### src/design/sks_pkg.sv
`timescale 1ns / 1ps
`default_nettype none
// ----------------------------------------------------------------------------
// sks_pkg
// Shared constants, types and the microcode table of the sorted key search.
// ----------------------------------------------------------------------------
package sks_pkg;

  localparam int TABLE_DEPTH = 1024;
  localparam int IDX_W       = (TABLE_DEPTH > 1) ? $clog2(TABLE_DEPTH) : 1;
  localparam int CNT_W       = $clog2(TABLE_DEPTH + 1);

  localparam int KEY_W    = 64;
  localparam int CMD_W    = 2;
  localparam int FLAGS_W  = 3;
  localparam int STATUS_W = 2;
  localparam int INDEX_W  = 10;

  localparam int S_TDATA_W = 64;
  localparam int S_TUSER_W = 5;
  localparam int M_TDATA_W = 80;
  localparam int M_TUSER_W = 2;

  localparam logic [CMD_W-1:0] CMD_CLEAR  = 2'd0;
  localparam logic [CMD_W-1:0] CMD_APPEND = 2'd1;
  localparam logic [CMD_W-1:0] CMD_SEARCH = 2'd2;

  localparam int FLAG_EQ_BIT = 0;
  localparam int FLAG_GT_BIT = 1;
  localparam int FLAG_LT_BIT = 2;

  localparam logic [STATUS_W-1:0] ST_OK        = 2'd0;
  localparam logic [STATUS_W-1:0] ST_NOT_FOUND = 2'd1;
  localparam logic [STATUS_W-1:0] ST_FULL      = 2'd2;

  typedef enum logic [4:0] {
    U_IDLE, U_DISP, U_DISP2, U_DISP3, U_CLR, U_NOP, U_APP, U_APP_FULL, U_APP_WR,
    U_PROBE, U_CMP, U_HIT, U_HIT_EQ, U_HIT2, U_HIT_GT, U_HIT_LT, U_MISS,
    U_MISS_GT, U_MISS2, U_PICK_LT, U_RD_LO, U_RD_LOM1, U_FETCH, U_NOTF, U_DONE
  } step_t;

  typedef enum logic [3:0] {
    C_ALWAYS, C_NO_IN, C_CMD_CLR, C_CMD_APP, C_CMD_SRCH, C_FULL, C_LO_GE_HI,
    C_KEY_EQ, C_FLAG_EQ, C_FLAG_GT, C_FLAG_LT, C_LO_LT_N, C_LO_ZERO, C_OUT_BUSY
  } cond_t;

  typedef enum logic [1:0] {A_MID, A_LO, A_LOM1, A_CNT} addr_sel_t;
  typedef enum logic [1:0] {CN_HOLD, CN_CLR, CN_INC} cnt_op_t;
  typedef enum logic [1:0] {LO_HOLD, LO_CMP, LO_MID1, LO_MID} lo_op_t;
  typedef enum logic [2:0] {R_NONE, R_ZERO, R_NOTF, R_FULL, R_APPEND, R_RAM} res_op_t;

  typedef struct packed {
    addr_sel_t addr_sel;
    logic      rd_en;
    logic      wr_en;
    cnt_op_t   cnt_op;
    lo_op_t    lo_op;
    res_op_t   res_op;
    logic      out_load;
  } ctl_t;

  typedef struct packed {
    step_t t_true;
    step_t t_false;
    cond_t cond;
    ctl_t  ctl;
  } uword_t;

  // datapath status seen by the branch logic
  typedef struct packed {
    logic in_valid;
    logic cmd_clr;
    logic cmd_app;
    logic cmd_srch;
    logic full;
    logic lo_ge_hi;
    logic key_eq;
    logic flag_eq;
    logic flag_gt;
    logic flag_lt;
    logic lo_lt_n;
    logic lo_zero;
    logic out_busy;
  } stat_t;

  localparam ctl_t CTL_NOP = '{addr_sel: A_MID, rd_en: 1'b0, wr_en: 1'b0,
                               cnt_op: CN_HOLD, lo_op: LO_HOLD, res_op: R_NONE,
                               out_load: 1'b0};

  function automatic uword_t ucode(step_t s);
    uword_t w;
    w.ctl     = CTL_NOP;
    w.cond    = C_ALWAYS;
    w.t_true  = U_IDLE;
    w.t_false = U_IDLE;
    case (s)
      U_IDLE: begin
        w.cond = C_NO_IN; w.t_true = U_IDLE; w.t_false = U_DISP;
      end
      U_DISP: begin
        w.cond = C_CMD_CLR; w.t_true = U_CLR; w.t_false = U_DISP2;
      end
      U_DISP2: begin
        w.cond = C_CMD_APP; w.t_true = U_APP; w.t_false = U_DISP3;
      end
      U_DISP3: begin
        w.cond = C_CMD_SRCH; w.t_true = U_PROBE; w.t_false = U_NOP;
      end
      U_CLR: begin
        w.ctl.cnt_op = CN_CLR; w.ctl.res_op = R_ZERO; w.t_true = U_DONE;
      end
      U_NOP: begin
        w.ctl.res_op = R_ZERO; w.t_true = U_DONE;
      end
      U_APP: begin
        w.cond = C_FULL; w.t_true = U_APP_FULL; w.t_false = U_APP_WR;
      end
      U_APP_FULL: begin
        w.ctl.res_op = R_FULL; w.t_true = U_DONE;
      end
      U_APP_WR: begin
        w.ctl.addr_sel = A_CNT; w.ctl.wr_en = 1'b1; w.ctl.cnt_op = CN_INC;
        w.ctl.res_op = R_APPEND; w.t_true = U_DONE;
      end
      U_PROBE: begin
        w.ctl.addr_sel = A_MID; w.ctl.rd_en = 1'b1;
        w.cond = C_LO_GE_HI; w.t_true = U_MISS; w.t_false = U_CMP;
      end
      U_CMP: begin
        w.ctl.lo_op = LO_CMP;
        w.cond = C_KEY_EQ; w.t_true = U_HIT; w.t_false = U_PROBE;
      end
      U_HIT: begin
        w.cond = C_FLAG_EQ; w.t_true = U_HIT_EQ; w.t_false = U_HIT2;
      end
      U_HIT_EQ: begin
        w.ctl.addr_sel = A_MID; w.ctl.rd_en = 1'b1; w.t_true = U_FETCH;
      end
      U_HIT2: begin
        w.cond = C_FLAG_GT; w.t_true = U_HIT_GT; w.t_false = U_HIT_LT;
      end
      U_HIT_GT: begin
        w.ctl.lo_op = LO_MID1; w.t_true = U_MISS;
      end
      U_HIT_LT: begin
        w.ctl.lo_op = LO_MID; w.t_true = U_PICK_LT;
      end
      U_MISS: begin
        w.cond = C_FLAG_GT; w.t_true = U_MISS_GT; w.t_false = U_MISS2;
      end
      U_MISS_GT: begin
        w.cond = C_LO_LT_N; w.t_true = U_RD_LO; w.t_false = U_NOTF;
      end
      U_MISS2: begin
        w.cond = C_FLAG_LT; w.t_true = U_PICK_LT; w.t_false = U_NOTF;
      end
      U_PICK_LT: begin
        w.cond = C_LO_ZERO; w.t_true = U_NOTF; w.t_false = U_RD_LOM1;
      end
      U_RD_LO: begin
        w.ctl.addr_sel = A_LO; w.ctl.rd_en = 1'b1; w.t_true = U_FETCH;
      end
      U_RD_LOM1: begin
        w.ctl.addr_sel = A_LOM1; w.ctl.rd_en = 1'b1; w.t_true = U_FETCH;
      end
      U_FETCH: begin
        w.ctl.res_op = R_RAM; w.t_true = U_DONE;
      end
      U_NOTF: begin
        w.ctl.res_op = R_NOTF; w.t_true = U_DONE;
      end
      U_DONE: begin
        w.ctl.out_load = 1'b1;
        w.cond = C_OUT_BUSY; w.t_true = U_DONE; w.t_false = U_IDLE;
      end
      default: begin
        w.t_true = U_IDLE; w.t_false = U_IDLE;
      end
    endcase
    return w;
  endfunction

endpackage
`default_nettype wire

### src/design/sks_seq.sv
`timescale 1ns / 1ps
`default_nettype none
// ----------------------------------------------------------------------------
// sks_seq
// Microcode sequencer: step register, control ROM and two-way branch.
// ----------------------------------------------------------------------------
module sks_seq (
  input  wire logic          clk,
  input  wire logic          rst,
  input  wire sks_pkg::stat_t stat,
  output sks_pkg::step_t     step,
  output sks_pkg::ctl_t      ctl
);

  sks_pkg::step_t  step_next;
  sks_pkg::uword_t uw;
  logic            taken;

  always_comb begin
    uw = sks_pkg::ucode(step);
  end

  always_comb begin
    case (uw.cond)
      sks_pkg::C_ALWAYS:   taken = 1'b1;
      sks_pkg::C_NO_IN:    taken = !stat.in_valid;
      sks_pkg::C_CMD_CLR:  taken = stat.cmd_clr;
      sks_pkg::C_CMD_APP:  taken = stat.cmd_app;
      sks_pkg::C_CMD_SRCH: taken = stat.cmd_srch;
      sks_pkg::C_FULL:     taken = stat.full;
      sks_pkg::C_LO_GE_HI: taken = stat.lo_ge_hi;
      sks_pkg::C_KEY_EQ:   taken = stat.key_eq;
      sks_pkg::C_FLAG_EQ:  taken = stat.flag_eq;
      sks_pkg::C_FLAG_GT:  taken = stat.flag_gt;
      sks_pkg::C_FLAG_LT:  taken = stat.flag_lt;
      sks_pkg::C_LO_LT_N:  taken = stat.lo_lt_n;
      sks_pkg::C_LO_ZERO:  taken = stat.lo_zero;
      sks_pkg::C_OUT_BUSY: taken = stat.out_busy;
      default:             taken = 1'b1;
    endcase
    step_next = taken ? uw.t_true : uw.t_false;
  end

  always_comb begin
    ctl = uw.ctl;
  end

  always_ff @(posedge clk) begin
    if (rst) begin
      step <= sks_pkg::U_IDLE;
    end else begin
      step <= step_next;
    end
  end

endmodule
`default_nettype wire

### config.mk
export PLATFORM = sky130hd
export DESIGN_NAME = sks_seq
export DESIGN_NICKNAME = d
export VERILOG_FILES = /design/src/design/sks_pkg.sv /design/src/design/sks_seq.sv
export SDC_FILE = /design/constraint.sdc
export NUM_CORES = 1
export LEC_CHECK = 0
export ABC_AREA = 1
export CAP_MARGIN = 15
export CORE_MARGIN = 2
export CORE_UTILIZATION = 25
export CTS_CLUSTER_SIZE = 24
export DETAILED_ROUTE_END_ITERATION = 6
export DONT_BUFFER_PORTS = 1
export PLACE_DENSITY = 0.48
export SETUP_SLACK_MARGIN = 0.2
export SKIP_CTS_REPAIR_TIMING = 1
export SYNTH_ARGS = -nofsm -noshare
export SYNTH_HDL_FRONTEND = slang
export SYNTH_SLANG_ARGS = --single-unit
### constraint.sdc
create_clock -name clk -period 1.3 [get_ports clk]
set_input_delay 0.195 -clock clk [delete_from_list [all_inputs] [get_ports clk]]
set_output_delay 0.195 -clock clk [all_outputs]
set_load 0.03 [all_outputs]
==> results.sh <==
export IMPL_wire_per_inst_um=13.66
export IMPL_worstPathMaxFanout=8
export IMPL_viasPerCell=4.790
export IMPL_grt_met2_usage_pct=29.51
export IMPL_drt_pass1_iterations=4
export IMPL_antenna_cells=0
export IMPL_coreArea_um2=3606
export IMPL_setup_viol=17
export IMPL_cts_tree="done"
export IMPL_die_height_um=64.94
export IMPL_crit_chain="inv_4 -> nor2_4 -> nand4_1 -> nand2_2"
export IMPL_dp_hpwl_um=2769
export IMPL_yosysTopAreaCellShare_pct=14.15
export IMPL_die_x_um=64.94
export IMPL_clk_pin_slew_ns=0.04
export IMPL_finalMaxSlewViolations=0
export IMPL_antenna_found_initial=0
export IMPL_initial_core_util_pct=25.75
export IMPL_critPathLaunchType="register"
export IMPL_violations="negative setup slack"
export IMPL_grt_max_degree=10
export IMPL_post_place_ws_ns=-0.2553
export IMPL_synth_top_area_cell="nand2_1"
export IMPL_finalWirelength_um=3443
export IMPL_numCtsBuffers=3
export IMPL_rows=22
export IMPL_hp_class="input pin to register"
export IMPL_layout_commonest_cell="buf_4"
export IMPL_yosysWarningCount=0
export IMPL_max_freq_mhz=611.4
export IMPL_port_buffers=0
export IMPL_grt_pass1_wl_um=5237
export IMPL_power_density_nw_per_um2=2291
export IMPL_ant_nets=0
export IMPL_die_area_um2=4217
export IMPL_relSlewSlack_pct=79.47
export IMPL_gp_congestion=0.9425
export IMPL_grt_pass1_vias=1147
export IMPL_synth_cell_types=23
export IMPL_fin_crit_ns=1.636
export IMPL_fin_skew_ns=0.002173
export IMPL_setup_ws_ns=-0.3356
export IMPL_globalRouteOverflowTotal=0
export IMPL_status="finished, violations left"
export IMPL_crit_slowest_cell="dfxtp_4"
export IMPL_grtUsageMet3_pct=2.257
export IMPL_clk_latency_ns=0.22
export IMPL_postSynthCellCount=155
export IMPL_areaGrowthSynthToFinish_pct=77.09
export IMPL_post_route_period_util_pct=125.8
export IMPL_p_leak_nw=0.8142
export IMPL_grtUsageTotal_pct=16.04
export IMPL_tightestPinTransition_ns=0.3069
export IMPL_netlist_area_um2=928.4
export IMPL_slowest_delay_ns=0.40
export IMPL_maxCapViolations=0
export IMPL_h_tree_depth=1
export IMPL_cts_root_buf="clkbuf_8"
export IMPL_p_total_mw=3.767
export IMPL_synth_seq_area_share_pct=10.78
export IMPL_rsz0062_at_grt="true"
export IMPL_drt_iter0_markers=30
export IMPL_clockBufferDepth=2
export IMPL_ys_ff_latch=5
export IMPL_nets=220
export IMPL_final_cell_mix="35 x buf_4, 25 x nand2_1, 13 x nand2_2, 12 x inv_1"
export IMPL_arrival_ns=1.44
export IMPL_drive_above_1_share_pct=59.80
export IMPL_finalHoldViolations=0
export IMPL_irDropWorstVdd_v=0.0008224
export IMPL_ios=32
export IMPL_drc=0
export IMPL_busiest_layer="met2"
export IMPL_end_kind="primary output"
export IMPL_syn_num_nets=170
export IMPL_largest_reg_flops=5
export IMPL_vias=1207
export IMPL_critPathRequiredTime_ns=1.11
export IMPL_synth_avg_cell_area_um2=5.990
export IMPL_synth_area_top_cells="nand2_1 14%, dfxtp_1 11%, inv_1 6.9%, nand4_1 6.7%, nand3_1 6.5%"
export IMPL_cts_sinks=5
export IMPL_top_register="step"
export IMPL_met1_usage_pct=19.06
export IMPL_reg_largest_list="step (5)"
export IMPL_crit_type="register to primary output"
export IMPL_r2r_slack_ns=-0.27
Yosys cell counts:
cell and number:
a21oi_1 7, buf_4 3, buf_6 2, dfxtp_1 5
inv_1 17, inv_2 7, nand2_1 35, nand2_2 7
nand2_4 3, nand3_1 12, nand3_2 3, nand3_4 2
nand4_1 10, nor2_1 15, nor2_2 5, nor2_4 4
nor2_8 1, nor3_1 6, nor3_2 1, nor3_4 1
o211ai_1 2, o21ai_0 5, o22ai_1 2
metal layers:
layer  wire (um)  part of all wire, %
met1        1387                   40
met2        1785                   52
met3         206                  6.0
met4          63                  1.8
met5           0                    0
critical path: cells and delay by family (launching register included):
| family | cells | cell delay (ns) |
|---|---|---|
| flip-flops | 1 | 0.40 |
| buffers and inverters | 1 | 0.06 |
| AND/OR/NAND/NOR | 3 | 0.75 |
path summary, 6_finish.rpt:
path,from,end,cells after the start
worst min-delay path,rst,step[4],3
worst max-delay path,step[1],ctl[1],4
worst max register to register,step[1],step[2],12
worst min register to register,step[0],step[0],5
stage by stage:
stage                     cells  utilization (%)  cell area (um^2)  hold WS (ns)  TNS (ns)
final                       252            45.59              1644        0.1794    -4.237
after global routing        252            45.59              1644        0.2151    -5.189
after CTS                   245            40.11              1446        0.1892    -4.632
after detailed placement    241            38.86              1401        0.4175    -1.958
after global placement      241            38.86              1401        0.4141    -1.725
after floorplan             155                -              1050        0.3770    -2.112
final cells by class:
class / count / area [um^2]
clock buffer: 4 / 45.04
fill: 377 / 1962
inverter: 24 / 112.6
multi-input combinational: 121 / 855.8
sequential: 5 / 118.9
tap: 48 / 60.06
timing repair buffer: 50 / 451.7
power by group:
group	internal, mW	switching [mW]	total (mW)	leakage, nW
clock network	0.211	0.0769	0.287	0.0228
logic	1.30	1.77	3.07	0.747
registers	0.242	0.166	0.409	0.0446
total	1.75	2.01	3.77	0.814
cell families after synthesis:
| logic type | synth area share, % |
|---|---|
| compound gates | 9.432 |
| buf+inv | 14.56 |
| flops | 10.78 |
| simple gates | 65.23 |
Note: power is estimated with default switching activity, not from simulation.
